<file path="src/rtl/hma3_pkg.sv">
// Shared constants, codes and control structures for the three-window hull average.
package hma3_pkg;

	localparam int DEF_MAX_PERIOD  = 64;
	localparam int DEF_PRICE_WIDTH = 32;
	localparam int CFG_W           = 7;
	localparam logic [CFG_W-1:0] LENGTH_RESET = 7'd9;

	// Window select codes.
	localparam logic [1:0] SEL_SHORT = 2'd0;
	localparam logic [1:0] SEL_MID   = 2'd1;
	localparam logic [1:0] SEL_LONG  = 2'd2;
	localparam logic [1:0] SEL_COMBO = 2'd3;

	// Commands from the controller to the datapath.
	typedef struct packed {
		logic       take;
		logic       sweep_start;
		logic       sweep_step;
		logic       div_start;
		logic       store_wma;
		logic       write_combo;
		logic       finish;
		logic [1:0] sel;
	} hma3_cmd_t;

	// Status from the datapath to the controller.
	typedef struct packed {
		logic warm;
		logic valid_now;
		logic sweep_last;
		logic div_done;
		logic out_free;
	} hma3_stat_t;

endpackage

</file>
<file path="src/rtl/hma3_ctrl.sv">
// Controller state machine that sequences sweeps, divisions and result hand-off.
module hma3_ctrl
	import hma3_pkg::*;
(
	input  logic       clk,
	input  logic       arst_n,
	input  logic       in_valid,
	output logic       in_stall,
	input  hma3_stat_t stat,
	output hma3_cmd_t  cmd
);

	localparam logic [2:0] ST_IDLE   = 3'd0;
	localparam logic [2:0] ST_CHECK  = 3'd1;
	localparam logic [2:0] ST_SWEEP  = 3'd2;
	localparam logic [2:0] ST_DRAIN  = 3'd3;
	localparam logic [2:0] ST_DIVS   = 3'd4;
	localparam logic [2:0] ST_DIVW   = 3'd5;
	localparam logic [2:0] ST_COMBO  = 3'd6;
	localparam logic [2:0] ST_FINISH = 3'd7;

	logic [2:0] state_q, state_d;
	logic [1:0] sel_q, sel_d;

	// Next state and command decode.
	always_comb begin
		state_d = state_q;
		sel_d   = sel_q;
		cmd     = '0;
		unique case (state_q)
			ST_IDLE: begin
				if (in_valid) begin
					cmd.take = 1'b1;
					state_d  = ST_CHECK;
				end
			end
			ST_CHECK: begin
				if (stat.warm) begin
					sel_d           = SEL_SHORT;
					cmd.sweep_start = 1'b1;
					state_d         = ST_SWEEP;
				end else begin
					state_d = ST_COMBO;
				end
			end
			ST_SWEEP: begin
				cmd.sweep_step = 1'b1;
				if (stat.sweep_last) begin
					state_d = ST_DRAIN;
				end
			end
			ST_DRAIN: begin
				state_d = ST_DIVS;
			end
			ST_DIVS: begin
				cmd.div_start = 1'b1;
				state_d       = ST_DIVW;
			end
			ST_DIVW: begin
				if (stat.div_done) begin
					cmd.store_wma = 1'b1;
					unique case (sel_q)
						SEL_SHORT: begin
							sel_d           = SEL_MID;
							cmd.sweep_start = 1'b1;
							state_d         = ST_SWEEP;
						end
						SEL_MID: begin
							sel_d           = SEL_LONG;
							cmd.sweep_start = 1'b1;
							state_d         = ST_SWEEP;
						end
						SEL_LONG: begin
							state_d = ST_COMBO;
						end
						default: begin
							state_d = ST_FINISH;
						end
					endcase
				end
			end
			ST_COMBO: begin
				cmd.write_combo = 1'b1;
				if (stat.valid_now) begin
					sel_d           = SEL_COMBO;
					cmd.sweep_start = 1'b1;
					state_d         = ST_SWEEP;
				end else begin
					state_d = ST_FINISH;
				end
			end
			default: begin
				if (stat.out_free) begin
					cmd.finish = 1'b1;
					state_d    = ST_IDLE;
				end
			end
		endcase
		cmd.sel = sel_d;
	end

	// State registers.
	always_ff @(posedge clk or negedge arst_n) begin
		if (!arst_n) begin
			state_q <= ST_IDLE;
			sel_q   <= SEL_SHORT;
		end else begin
			state_q <= state_d;
			sel_q   <= sel_d;
		end
	end

	assign in_stall = (state_q != ST_IDLE);

endmodule

</file>
<file path="config.mk">
export PLATFORM = sky130hd
export DESIGN_NAME = hma3_ctrl
export DESIGN_NICKNAME = d
export VERILOG_FILES = /design/src/rtl/hma3_pkg.sv /design/src/rtl/hma3_ctrl.sv
export SDC_FILE = /design/constraint.sdc
export NUM_CORES = 1
export LEC_CHECK = 0
export ABC_AREA = 0
export BUFFER_PORTS_ARGS = -buffer_cell sky130_fd_sc_hd__buf_2
export CAP_MARGIN = 20
export CORE_AREA = 5 5 42 44
export DETAILED_ROUTE_END_ITERATION = 7
export DIE_AREA = 0 0 47 49
export GPL_TIMING_DRIVEN = 1
export SYNTH_ARGS = -nofsm -noshare
export SYNTH_HDL_FRONTEND = slang
export SYNTH_SLANG_ARGS = --single-unit
</file>
<file path="constraint.sdc">
create_clock -name clk -period 3.4 [get_ports clk]
set_input_delay 0.51 -clock clk [delete_from_list [all_inputs] [get_ports clk]]
set_output_delay 0.51 -clock clk [all_outputs]
set_load 0.03 [all_outputs]
</file>
==> metrics.txt <==
main flop type after synthesis=dfrtp_1; setup violators final=0; internal power=263 uW; Synth area leader=dfrtp_1; syn_area_per_cell=8.68 sq um; drt total wl=approximately 900 um; Worst path max stage delay=0.57 ns; mux cell area share after synthesis=under 10%; vias in the first global route=between 300 and 400; LEAKAGE=about 0.0003 uW; clock-pin slew on the worst setup and hold paths=approximately 0.040 ns; R2R Path End=sel_q[1]; Post-CTS Setup Inserts=0; via-per-instance ratio=between 4 and 5; worst vdd ir=about 0.4 mV; Mapped Cells=48; Rows=14; Overflow after GRT=0; Worst-Margin Slew=0.392 ns; Filler Cell Count=between 100 and 150; reg-to-reg startpoint=state_q[2]; number of synthesized register bits=5; ratio of cells with drive above 1 in the final layout=33.8%; cell depth of the worst setup path=3; Sink Count=5; Top delay family on crit path=flip-flops; post-synth top area share=a little under a third; fin util=38.8%; Wirelength per Cell=10.9 um; H-tree depth=1; FF+latch area=125 sq um; combinational share of power=62.4%; largest family of logic cells by synthesized area=compound AO/OA/AOI/OAI gates; die area=2300 sq um; most instantiated cells after synthesis=inv_1 (6), dfrtp_1 (5), ha_1 (5); Worst Path Buf+Inv=1; Place WS=1.57 ns; # port buffers=17; total clock buffers created by CTS=3; CORE AREA=about 1400 sq um; Clk Latency, worst-skew pair=between 0.2 and 0.25 ns; Root Buffer=clkbuf_4; CP max-delay cell=dfrtp_1; Synth Area in Adders=15.0%; Synth cell types=26; Slew headroom=73.9%; Pins Over Slew Limit=0; area of the multi-input gates=260 sq um; I/O Pins=18; routed via count=407; DIE WIDTH=about 47 um; Tot GR Track Use=8.43%; RSZ-0062 raised after global routing=no; # DRC=0; Crit. Startpoint=state_q[2]; CP Capture Point=cmd[1]; run status=finished clean; initial antenna violation count=0; Max Root-Sink Buffers=2; Warnings, synthesis=0; sequential share of power=26.0%; Critical Path End Type=output pin; Final nets=about 80; global-route wire length before repair=1440 um; GP Congestion=around 0.73; Req. time, crit path=2.89 ns; Resize count post-CTS=0; Worst R2R Setup Slack=2.14 ns; diode count=0; synth top area cells=dfrtp_1 (30%), ha_1 (15%), inv_1 (5.4%), nand2b_1 (4.5%), o221ai_1 (4.2%); cell area after synthesis=417 sq um; number of synthesized flops with an enable pin=0; hold_buf cts=0; worst clock skew=0.00253 ns; setup TNS=0 ns; die height=49 um; ys async rst share=100%; cells along the critical path=nand4b_1 > o221ai_1 > buf_2; most common cell in the netlist=inv_1; Clock power frac=between 10% and 20%; CTS tree=built; critical path arrival=about 1.6 ns; simple-gate share of the synthesized area=a little under a fifth; power per cell area=1050 nW/um^2; Overall Power=573 uW; XOR/XNOR Fraction of Synth Area=roughly 2.1%; FMAX=0.475 GHz; pin count of the biggest net entering global routing=16; register area share after synthesis=a little under a third; critical path class=reg2out; area grow syn2layout=30.3%; drt first pass iters=4; dpl hpwl=727 um; Starting Density=29.7%; Compound-Gate Fraction of Synth Area=between 20% and 30%; switching part of the total=54.0%; Max Cap Viol=0; DRT antenna net count=0; syn nets=61; setup ws final=1.29 ns; Hold WC Path Type=in2async; Max FO, Critical Path=15; reg2reg path depth=3; type of origin of the critical path=flop; Final Hold Viols=0; min Tclk post-route=around 2.1 ns; Detailed Route Iter0 Violations=7; Net Sw Power=309 uW; final worst-path cycle share=61.9%
-- worst min path at each step --
stage                 end  slack [ns]  startpoint
2_1_floorplan    sel_q[0]        0.21      arst_n
3_3_place_gp     sel_q[1]        0.33      arst_n
3_5_place_dp     sel_q[1]        0.33      arst_n
4_1_cts        state_q[0]        0.07      arst_n
5_1_grt        state_q[0]        0.07      arst_n
6_report       state_q[0]        0.08      arst_n
-- through the flow --
step | hold slack (ns) | cells | area (sq um)
after global placement | 0.326 | 80 | 517
after detailed placement | 0.326 | 80 | 517
after floorplan | 0.214 | 48 | 417
final | 0.0751 | 84 | 543
after CTS | 0.0669 | 84 | 543
after global routing | 0.0652 | 84 | 543
-- area by class of cell --
cell class | instances | area share (%)
Clock buffer | 4 | 4.84
Inverter | 7 | 4.84
Multi-Input combinational cell | 35 | 47.9
Sequential cell | 5 | 23.0
Tap cell | 16 | 3.69
Timing Repair Buffer | 17 | 15.7
-- power groups by stage --
stage | registers, uW | clock network, uW | logic (uW)
finish | 149 | 66.3 | 358
global route | 156 | 75.5 | 391
CTS | 148 | 70.1 | 363
detailed placement | 150 | 0 | 359
global placement | 149 | 0 | 361
floorplan | 125 | 0 | 293
-- cell usage in the layout (no fill, tap or decap), drive strengths merged --
cell     netlist  routed
nand4          1       1
or3            1       1
o211ai         1       1
xnor2          1       1
nor2           2       2
clkbuf         0       4
nand2b         3       3
o21bai         1       1
and3           1       1
o2111ai        1       1
o22ai          1       1
nand4b         1       1
inv            7       7
o21ai          1       1
nand2          4       4
a21oi          3       3
o311ai         1       1
a211o          1       1
nor3           1       1
ha             5       5
dfrtp          5       5
o221ai         2       2
nand3          1       1
buf            1      17
a31oi          1       1
mux2           1       1
-- per-layer routing --
metal	wire, um	vias to the layer above	GRT usage, %	part of all wire (%)
met5	0	-	0	0
met4	0	0	4.15	0
met3	87	0	3.69	9.5
met2	422	12	11.1	46
met1	406	183	11.4	44
li1	-	212	-	-
-- state kept, by name, indices dropped and copies added, names as in the netlist --
name,count
sel_q,2
state_q,3
-- cells by family after synthesis --
group	after synthesis
flip-flops	5
adder cells (fa/ha/maj)	5
multiplexers	1
XOR/XNOR	1
AND/OR/NAND/NOR	15
buffers and inverters	8
AO/OA/AOI/OAI	13
No activity file was read; power rests on OpenSTA's default activity.
