## config.mk

```make
export PLATFORM = sky130hd
export DESIGN_NAME = hma3_dp
export DESIGN_NICKNAME = d
export VERILOG_FILES = /design/src/rtl/hma3_pkg.sv /design/src/rtl/hma3_dp.sv
export SDC_FILE = /design/constraint.sdc
export NUM_CORES = 2
export LEC_CHECK = 0
export BUFFER_PORTS_ARGS = -buffer_cell sky130_fd_sc_hd__buf_2
export CORE_ASPECT_RATIO = 1.1
export CORE_UTILIZATION = 44
export CTS_CLUSTER_DIAMETER = 100
export DETAILED_ROUTE_END_ITERATION = 10
export PLACE_DENSITY = 0.64
export SLEW_MARGIN = 25
export SYNTH_ARGS = -nofsm -noshare
export SYNTH_HDL_FRONTEND = slang
export SYNTH_MEMORY_MAX_BITS = 65536
export SYNTH_SLANG_ARGS = --single-unit
```

## constraint.sdc

```tcl
create_clock -name clk -period 12.8 [get_ports clk]
set_input_delay 0.64 -clock clk [delete_from_list [all_inputs] [get_ports clk]]
set_output_delay 0.64 -clock clk [all_outputs]
set_load 0.1 [all_outputs]
```

## src/rtl/hma3_pkg.sv

```systemverilog
// Shared constants, codes and control structures for the three-window hull average.
package hma3_pkg;

	localparam int DEF_MAX_PERIOD  = 64;
	localparam int DEF_PRICE_WIDTH = 32;
	localparam int CFG_W           = 7;
	localparam logic [CFG_W-1:0] LENGTH_RESET = 7'd9;

	// Window select codes.
	localparam logic [1:0] SEL_SHORT = 2'd0;
	localparam logic [1:0] SEL_MID   = 2'd1;
	localparam logic [1:0] SEL_LONG  = 2'd2;
	localparam logic [1:0] SEL_COMBO = 2'd3;

	// Commands from the controller to the datapath.
	typedef struct packed {
		logic       take;
		logic       sweep_start;
		logic       sweep_step;
		logic       div_start;
		logic       store_wma;
		logic       write_combo;
		logic       finish;
		logic [1:0] sel;
	} hma3_cmd_t;

	// Status from the datapath to the controller.
	typedef struct packed {
		logic warm;
		logic valid_now;
		logic sweep_last;
		logic div_done;
		logic out_free;
	} hma3_stat_t;

endpackage

```

## src/rtl/hma3_dp.sv

```systemverilog
// Datapath: history stores, running sums, shared divider and output register.
module hma3_dp
	import hma3_pkg::*;
#(
	parameter int MAX_PERIOD  = DEF_MAX_PERIOD,
	parameter int PRICE_WIDTH = DEF_PRICE_WIDTH
) (
	input  logic                     clk,
	input  logic                     arst_n,
	input  logic                     cfg_we,
	input  logic [CFG_W-1:0]         cfg_wdata,
	input  logic [PRICE_WIDTH-1:0]   price_sample,
	input  logic                     out_stall,
	output logic                     out_valid,
	output logic [PRICE_WIDTH+2:0]   average_value,
	output logic                     value_valid,
	input  hma3_cmd_t                cmd,
	output hma3_stat_t               stat
);

	localparam int OUT_W   = PRICE_WIDTH + 3;
	localparam int AW      = (MAX_PERIOD > 1) ? $clog2(MAX_PERIOD) : 1;
	localparam int LEN_W   = $clog2(MAX_PERIOD + 1);
	localparam int SEEN_W  = $clog2(2 * MAX_PERIOD + 1);
	localparam int TRI_W   = $clog2(MAX_PERIOD * (MAX_PERIOD + 1) / 2 + 1);
	localparam int PLAIN_W = OUT_W + LEN_W + 1;
	localparam int ACC_W   = PRICE_WIDTH + 4 + TRI_W;
	localparam int DIV_W   = PRICE_WIDTH + 3 + TRI_W;
	localparam int DCNT_W  = $clog2(DIV_W + 1);
	localparam int CMP_W   = LEN_W + CFG_W;
	localparam int SH      = 2 * LEN_W;
	localparam int SK      = ((1 << SH) + 2) / 3;
	localparam int PROD_W  = LEN_W + SH + 2;
	localparam logic [SEEN_W-1:0] SEEN_LIMIT = SEEN_W'(2 * MAX_PERIOD);
	localparam logic [AW-1:0]     LAST_SLOT  = AW'(MAX_PERIOD - 1);

	// Memories.
	logic [PRICE_WIDTH-1:0] price_mem [MAX_PERIOD];
	logic [OUT_W-1:0]       combo_mem [MAX_PERIOD];

	logic [CFG_W-1:0]  period_q;
	logic [SEEN_W-1:0] seen_q;
	logic [AW-1:0]     wp_q, addr_q;
	logic [LEN_W-1:0]  cnt_q;
	logic [1:0]        sel_q;
	logic              rd_v_s1;
	logic [PRICE_WIDTH-1:0] price_rd_s1;
	logic [OUT_W-1:0]       combo_rd_s1;
	logic signed [PLAIN_W-1:0] plain_q;
	logic signed [ACC_W-1:0]   weighted_q;
	logic [DIV_W-1:0]  quo_q;
	logic [TRI_W:0]    rem_q;
	logic [TRI_W-1:0]  dsr_q;
	logic              neg_q, div_busy_q;
	logic [DCNT_W-1:0] dcnt_q;
	logic signed [OUT_W-1:0] ws_q, wm_q, wl_q, avg_q;
	logic              out_valid_q, value_valid_q;
	logic [OUT_W-1:0]  out_value_q;

	// Window lengths from the period register.
	logic [LEN_W-1:0]  len, n_long, n_mid, n_short, n_sel, n_third;
	logic [PROD_W-1:0] third_prod;
	always_comb begin
		if (CMP_W'(period_q) > CMP_W'(MAX_PERIOD)) len = LEN_W'(MAX_PERIOD);
		else len = LEN_W'(period_q);
		third_prod = PROD_W'(len) * PROD_W'(SK);
		n_third    = LEN_W'(third_prod >> SH);
		n_long  = (len < LEN_W'(2)) ? LEN_W'(2) : len;
		n_mid   = ((len >> 1) < LEN_W'(2)) ? LEN_W'(2) : (len >> 1);
		n_short = (n_third < LEN_W'(2)) ? LEN_W'(2) : n_third;
		case (sel_q)
			SEL_SHORT: n_sel = n_short;
			SEL_MID:   n_sel = n_mid;
			default:   n_sel = n_long;
		endcase
	end

	// Divisor is the triangular number of the window length.
	logic [2*LEN_W+1:0] tri_prod;
	logic [TRI_W-1:0]   tri_n;
	assign tri_prod = (2*LEN_W+2)'(n_sel) * (2*LEN_W+2)'({1'b0, n_sel} + 1'b1);
	assign tri_n    = TRI_W'(tri_prod >> 1);

	// Status towards the controller.
	logic [SEEN_W:0] valid_from;
	assign valid_from      = (SEEN_W+1)'({n_long, 1'b0}) - 1'b1;
	assign stat.warm       = (SEEN_W+1)'(seen_q) >= (SEEN_W+1)'(n_long);
	assign stat.valid_now  = (SEEN_W+1)'(seen_q) >= valid_from;
	assign stat.sweep_last = (cnt_q == n_sel - 1'b1);
	assign stat.div_done   = div_busy_q && (dcnt_q == '0);
	assign stat.out_free   = !out_valid_q || !out_stall;

	// Memory writes and registered reads.
	always_ff @(posedge clk) begin
		if (cmd.take) price_mem[wp_q] <= price_sample;
		if (cmd.write_combo) combo_mem[wp_q] <= stat.warm ? OUT_W'(3 * ws_q - wm_q - wl_q) : '0;
		if (cmd.sweep_step) begin
			price_rd_s1 <= price_mem[addr_q];
			combo_rd_s1 <= combo_mem[addr_q];
		end
	end

	// Sweep over ages, newest first: weighted sum is the sum of running plain sums.
	logic signed [PLAIN_W-1:0] x_ext, plain_nx;
	always_comb begin
		if (sel_q == SEL_COMBO) x_ext = PLAIN_W'(signed'(combo_rd_s1));
		else x_ext = PLAIN_W'({1'b0, price_rd_s1});
		plain_nx = plain_q + x_ext;
	end

	// Divider operand preparation and one restoring step.
	logic [ACC_W-1:0] mag;
	logic [TRI_W:0]   rem_sh, rem_sub;
	logic signed [DIV_W:0] q_signed;
	always_comb begin
		if (weighted_q[ACC_W-1]) mag = ACC_W'(-weighted_q) + ACC_W'(tri_n) - 1'b1;
		else mag = ACC_W'(weighted_q);
		rem_sh  = {rem_q[TRI_W-1:0], quo_q[DIV_W-1]};
		rem_sub = rem_sh - {1'b0, dsr_q};
		q_signed = neg_q ? -signed'({1'b0, quo_q}) : signed'({1'b0, quo_q});
	end

	// Control and sequencing registers.
	always_ff @(posedge clk or negedge arst_n) begin
		if (!arst_n) begin
			period_q    <= LENGTH_RESET;
			seen_q      <= '0;
			wp_q        <= '0;
			rd_v_s1     <= 1'b0;
			div_busy_q  <= 1'b0;
			dcnt_q      <= '0;
			out_valid_q <= 1'b0;
		end else begin
			if (cfg_we) begin
				period_q <= cfg_wdata;
				seen_q   <= '0;
				wp_q     <= '0;
			end
			if (cmd.take && seen_q < SEEN_LIMIT) seen_q <= seen_q + 1'b1;
			if (cmd.finish) wp_q <= (wp_q == LAST_SLOT) ? '0 : wp_q + 1'b1;
			rd_v_s1 <= cmd.sweep_step;
			if (cmd.div_start) begin
				div_busy_q <= 1'b1;
				dcnt_q     <= DCNT_W'(DIV_W);
			end else if (cmd.store_wma) begin
				div_busy_q <= 1'b0;
			end else if (div_busy_q && dcnt_q != '0) begin
				dcnt_q <= dcnt_q - 1'b1;
			end
			if (cmd.finish) out_valid_q <= 1'b1;
			else if (!out_stall) out_valid_q <= 1'b0;
		end
	end

	// Payload registers.
	always_ff @(posedge clk) begin
		if (cmd.take) avg_q <= '0;
		if (cmd.sweep_start) begin
			sel_q      <= cmd.sel;
			addr_q     <= wp_q;
			cnt_q      <= '0;
			plain_q    <= '0;
			weighted_q <= '0;
		end
		if (cmd.sweep_step) begin
			addr_q <= (addr_q == '0) ? LAST_SLOT : addr_q - 1'b1;
			cnt_q  <= cnt_q + 1'b1;
		end
		if (rd_v_s1) begin
			plain_q    <= plain_nx;
			weighted_q <= weighted_q + ACC_W'(plain_nx);
		end
		if (cmd.div_start) begin
			quo_q <= DIV_W'(mag);
			rem_q <= '0;
			dsr_q <= tri_n;
			neg_q <= weighted_q[ACC_W-1];
		end else if (div_busy_q && dcnt_q != '0) begin
			if (!rem_sub[TRI_W]) begin
				rem_q <= rem_sub;
				quo_q <= {quo_q[DIV_W-2:0], 1'b1};
			end else begin
				rem_q <= rem_sh;
				quo_q <= {quo_q[DIV_W-2:0], 1'b0};
			end
		end
		if (cmd.store_wma) begin
			case (sel_q)
				SEL_SHORT: ws_q  <= OUT_W'(q_signed);
				SEL_MID:   wm_q  <= OUT_W'(q_signed);
				SEL_LONG:  wl_q  <= OUT_W'(q_signed);
				default:   avg_q <= OUT_W'(q_signed);
			endcase
		end
		if (cmd.finish) begin
			out_value_q   <= avg_q;
			value_valid_q <= stat.valid_now;
		end
	end

	assign out_valid     = out_valid_q;
	assign average_value = out_value_q;
	assign value_valid   = value_valid_q;

endmodule

```

==> reports/qor.csv <==
stage;metric;value;unit
power;Max IR drop VDD;0.000398;V
setup_path;slowest stage cell on the critical path;dfrtp_1;
setup_path;arrival time worst endpoint;12.63;ns
sta;Max Slew Vio Count;0;
synth;proportion of netlist area held by the largest area contributor;0.720;
grt;global route overflow;0;
sta;relative max-transition margin;0.215;
synth;netlist area before placement;194000;sq um
route;Vias/cell;6.18;
route;Via Count;103041;
layout;non-filler instance count after layout;16661;
sta;actual transition at the worst max-transition pin;1.17;ns
setup_path;kind of start point of the critical path;flop;
die;Top-Level Pins;94;
cts;CTS Sinks;4739;
layout;Fill cells;34858;
power;switching share of power;0.317;
power;share of power burned in the clock network;0.292;
outcome;status;completed;
hold_path;cell depth of the worst min-delay path;2;
layout;utilization after layout;0.497;
synth;leading post-synthesis cells by cell area;edfxtp_1, mux4_2, mux2i_1, ha_1, fa_1;
hold_path;source of the worst hold timing path;cmd[4];
layout;area of the multi-input gates;50700;sq um
synth;library cell with the largest summed area after synthesis;edfxtp_1;
die;y dimension of the die;699;microns
synth;commonest register cell after synthesis;edfxtp_1;
place;total placed cells including tap cells;15829;
die;Starting Density;0.443;
cts;number of levels the H-tree was split into;5;
power;share of power burned in combinational logic;0.282;
sta;accumulated negative setup slack;0;ns
setup_path;biggest fanout along the worst timing path;13;
cts;maximum clock path buffer count;4;
synth;total of flip-flops plus latches after synthesis;4739;
synth;Synth Area per Inst;19.2;sq um
power;Leak Pwr;0.0724;uW
setup_path;worst-case reg-to-reg path depth;47;
die;Die X;636;microns
cts;TritonCTS clock tree;done;
cts;latest clock arrival within the worst-skew pair;1.03;ns
setup_path;destination of the worst register-to-register timing path;quo_q[45];
die;Std-Cell Rows;255;
synth;number of enable flip-flop cells after synthesis;4662;
route;post-detailed-route wirelength per cell;32.4;microns
die;overall die area;444000;sq um
route;post-detailed-route DRC marker count;0;
synth;count of different cell masters after synthesis;86;
cts;master cell of the clock root buffer;clkbuf_16;
synth;yosys synthesis warning count;0;
grt;total routing resource utilization after global routing;0.239;
layout;Post-layout nets;10950;
synth;sequential area share after synthesis;0.729;
power;power density cells;204;nW/um^2
hold_path;classification of the worst-slack hold path;primary input to flop;
synth;async set or reset register ratio after synthesis;0.00633;
sta;highest achievable clock rate;83.9;MHz
place;GPL Wtd Cong;0.848;
place;Port Buf Inserts;93;
route;DR iter-0 viols;12700;
cts;number of buffers created by CTS;448;
grt;maximum number of pins on one net before global-route repair;133;
power;Power Internal;30400;uW
cts;number of buffers added for setup after CTS;0;
sta;final setup violation count;0;
synth;Post-Synthesis Cells;10139;
run;number of max-cap violations;0;
cts;clock transition time at the flip-flop clock pins of the worst setup and hold paths;0.06;ns
route;remaining antenna violation count after routing;0;
route;number of search-and-repair iterations in the first detailed-routing pass;6;
hold_path;end point of the worst hold path;div_busy_q;
setup_path;startpoint-to-endpoint class of the critical path;flop to flop;
setup_path;cell repeated most along the worst path;inv_1;
layout;area grow syn2layout;12.4;%
place;sum of net half-perimeters after detailed placement;301;mm
layout;fraction of final layout cells sized beyond drive strength 1;0.211;
grt;via count of the first global-routing pass;102928;
setup_path;maximum single-stage delay on the critical path;0.65;ns
route;wire length after detailed routing;540;mm
setup_path;reg-to-reg setup timing slack;0.87;ns
sta;share of the clock period used by the worst path after layout;0.932;
grt;antenna violations before repair;41;
die;Core Box Area;439000;sq um
sta;number of endpoints with negative hold slack in the final report;0;
power;part of the power in registers;0.426;
setup_path;capturing element type of the critical path;flop;
power;switching power total;14100;uW
setup_path;reg2reg start;period_q[6];
grt;first-pass GRT wire length;760;mm
sta;Final Skew;0.0700;ns
sta;clock period minus worst slack;11.93;ns
sta;RSZ-0062 raised after global routing;false;
layout;sequential cell area;142000;sq um
setup_path;critical path required time;13.51;ns
[layout by cell type (no fill, tap or decap), types with 72 or more instances in the layout]
master / n
xor2_1: 82
a21oi_1: 321
o22ai_1: 135
nand2_1: 177
a21o_1: 97
ha_1: 280
nor2_1: 247
fa_1: 107
inv_1: 379
o21ai_0: 211
buf_4: 310
nor2b_1: 72
o221ai_1: 194
clkbuf_16: 460
xnor2_1: 130
clkinv_1: 95
clkinv_2: 76
nor2_4: 152
clkbuf_1: 104
edfxtp_1: 4662
mux4_2: 1003
mux2i_1: 456
[what timing repair did]
| item | 4_1_cts | 5_1_grt |
|---|---|---|
| endpoints found under the hold margin | 41 | 0 |
| hold buffers | 13 | 0 |
| resized for setup | 0 | 1 |
| endpoints found under the setup margin | 0 | 3 |
[routing by layer]
| metal | wire, microns | global-route usage | part of all wire | vias up |
|---|---|---|---|---|
| met3 | 49500 | 0.0390 | 0.092 | 914 |
| met1 | 207000 | 0.322 | 0.38 | 54876 |
| met4 | 21600 | 0.0837 | 0.040 | 10 |
| met5 | 65 | 0 | 0.00012 | - |
| li1 | - | - | - | 42009 |
| met2 | 262000 | 0.395 | 0.49 | 5232 |
[per-stage QoR]
stage / hold slack [ns] / total power [uW] / worst slack (ns) / cell area, sq um
finish: 0.0624 / 44500 / 0.875 / 218000
global route: 0.0617 / 46300 / 0.107 / 218000
CTS: 0.0216 / 44700 / 0.727 / 218000
detailed placement: 0.408 / 31800 / 0.780 / 204000
global placement: 0.411 / 31500 / 0.748 / 204000
floorplan: 0.344 / 27600 / 2.08 / 194000
[flip-flops by register name (all words and copies together) (netlist names), 32 cells and up]
register and cells:
average_value 35, avg_q 35, combo_mem 2240, combo_rd_s1 35, plain_q 43, price_mem 2048
price_rd_s1 32, quo_q 47, weighted_q 48, wl_q 35, wm_q 35, ws_q 35
[worst max-delay path: cells and delay by family, from the launching register on]
family	cells	cell delay [ns]
AO/OA/AOI/OAI	12	2.32
XOR/XNOR	2	0.41
adder cells (fa/ha/maj)	13	5.08
buffers and inverters	10	0.92
flip-flops	1	0.65
AND/OR/NAND/NOR	10	2.22
[cells by family (layout without fill, tap and decap cells)]
| group | count (synthesis) | count (layout) | synth area share |
|---|---|---|---|
| flops | 4739 | 4739 | 0.729 |
| mux | 1540 | 1540 | 0.144 |
| compound gates | 1297 | 1297 | 0.0438 |
| simple gates | 1079 | 1079 | 0.0267 |
| buf+inv | 878 | 1600 | 0.0174 |
| fa+ha+maj | 387 | 387 | 0.0290 |
| xor+xnor | 217 | 217 | 0.00985 |
| other cells | 2 | 20 | 0.0000386 |
[worst max-delay path by stage]
stage | slack, ns | startpoint | to
2_1_floorplan | 2.08 | period_q[6] | quo_q[45]
3_3_place_gp | 0.75 | period_q[6] | quo_q[43]
3_5_place_dp | 0.78 | period_q[6] | quo_q[45]
4_1_cts | 0.73 | period_q[6] | quo_q[45]
5_1_grt | 0.11 | period_q[6] | quo_q[41]
6_report | 0.87 | period_q[6] | quo_q[45]
[power by group through the flow]
stage / Clock (uW) / Sequential, uW / Combinational, uW
global placement: 0 / 19300 / 12200
finish: 13000 / 19000 / 12600
global route: 13700 / 19000 / 13600
CTS: 13100 / 19000 / 12500
floorplan: 0 / 19200 / 8380
detailed placement: 0 / 19300 / 12500
[area by class of cell]
type / instances / share of cell area
Sequential cell: 4739 / 0.649
Multi-Input combinational cell: 4527 / 0.232
Clock buffer: 567 / 0.0547
Tap cell: 5782 / 0.0331
Timing Repair Buffer: 404 / 0.0144
Clock inverter: 238 / 0.0101
Inverter: 391 / 0.00681
Antenna cell: 13 / 0.000149
[Yosys cell counts (18+ instances only)]
cell	count
a31oi_1	40
mux2_2	66
nand2b_1	60
xnor2_1	134
and2_1	62
o221ai_1	194
mux4_2	1003
buf_2	66
and3_1	30
o21ai_1	41
nand3_1	72
o22ai_1	135
nor3_1	73
edfxtp_1	4662
mux2i_1	459
nor2_1	401
nor2b_1	72
fa_1	107
o31ai_1	25
a21o_1	97
xor2_1	82
dfxtp_1	47
o21ai_0	216
ha_1	280
a221oi_1	21
clkbuf_1	310
inv_1	381
o21a_1	23
nand4_1	24
buf_1	111
a211oi_1	30
o21bai_1	18
a21oi_1	321
a22oi_1	18
dfrtp_1	28
nand2_1	186
or3_1	31
Note: power is estimated with default switching activity, not from simulation.
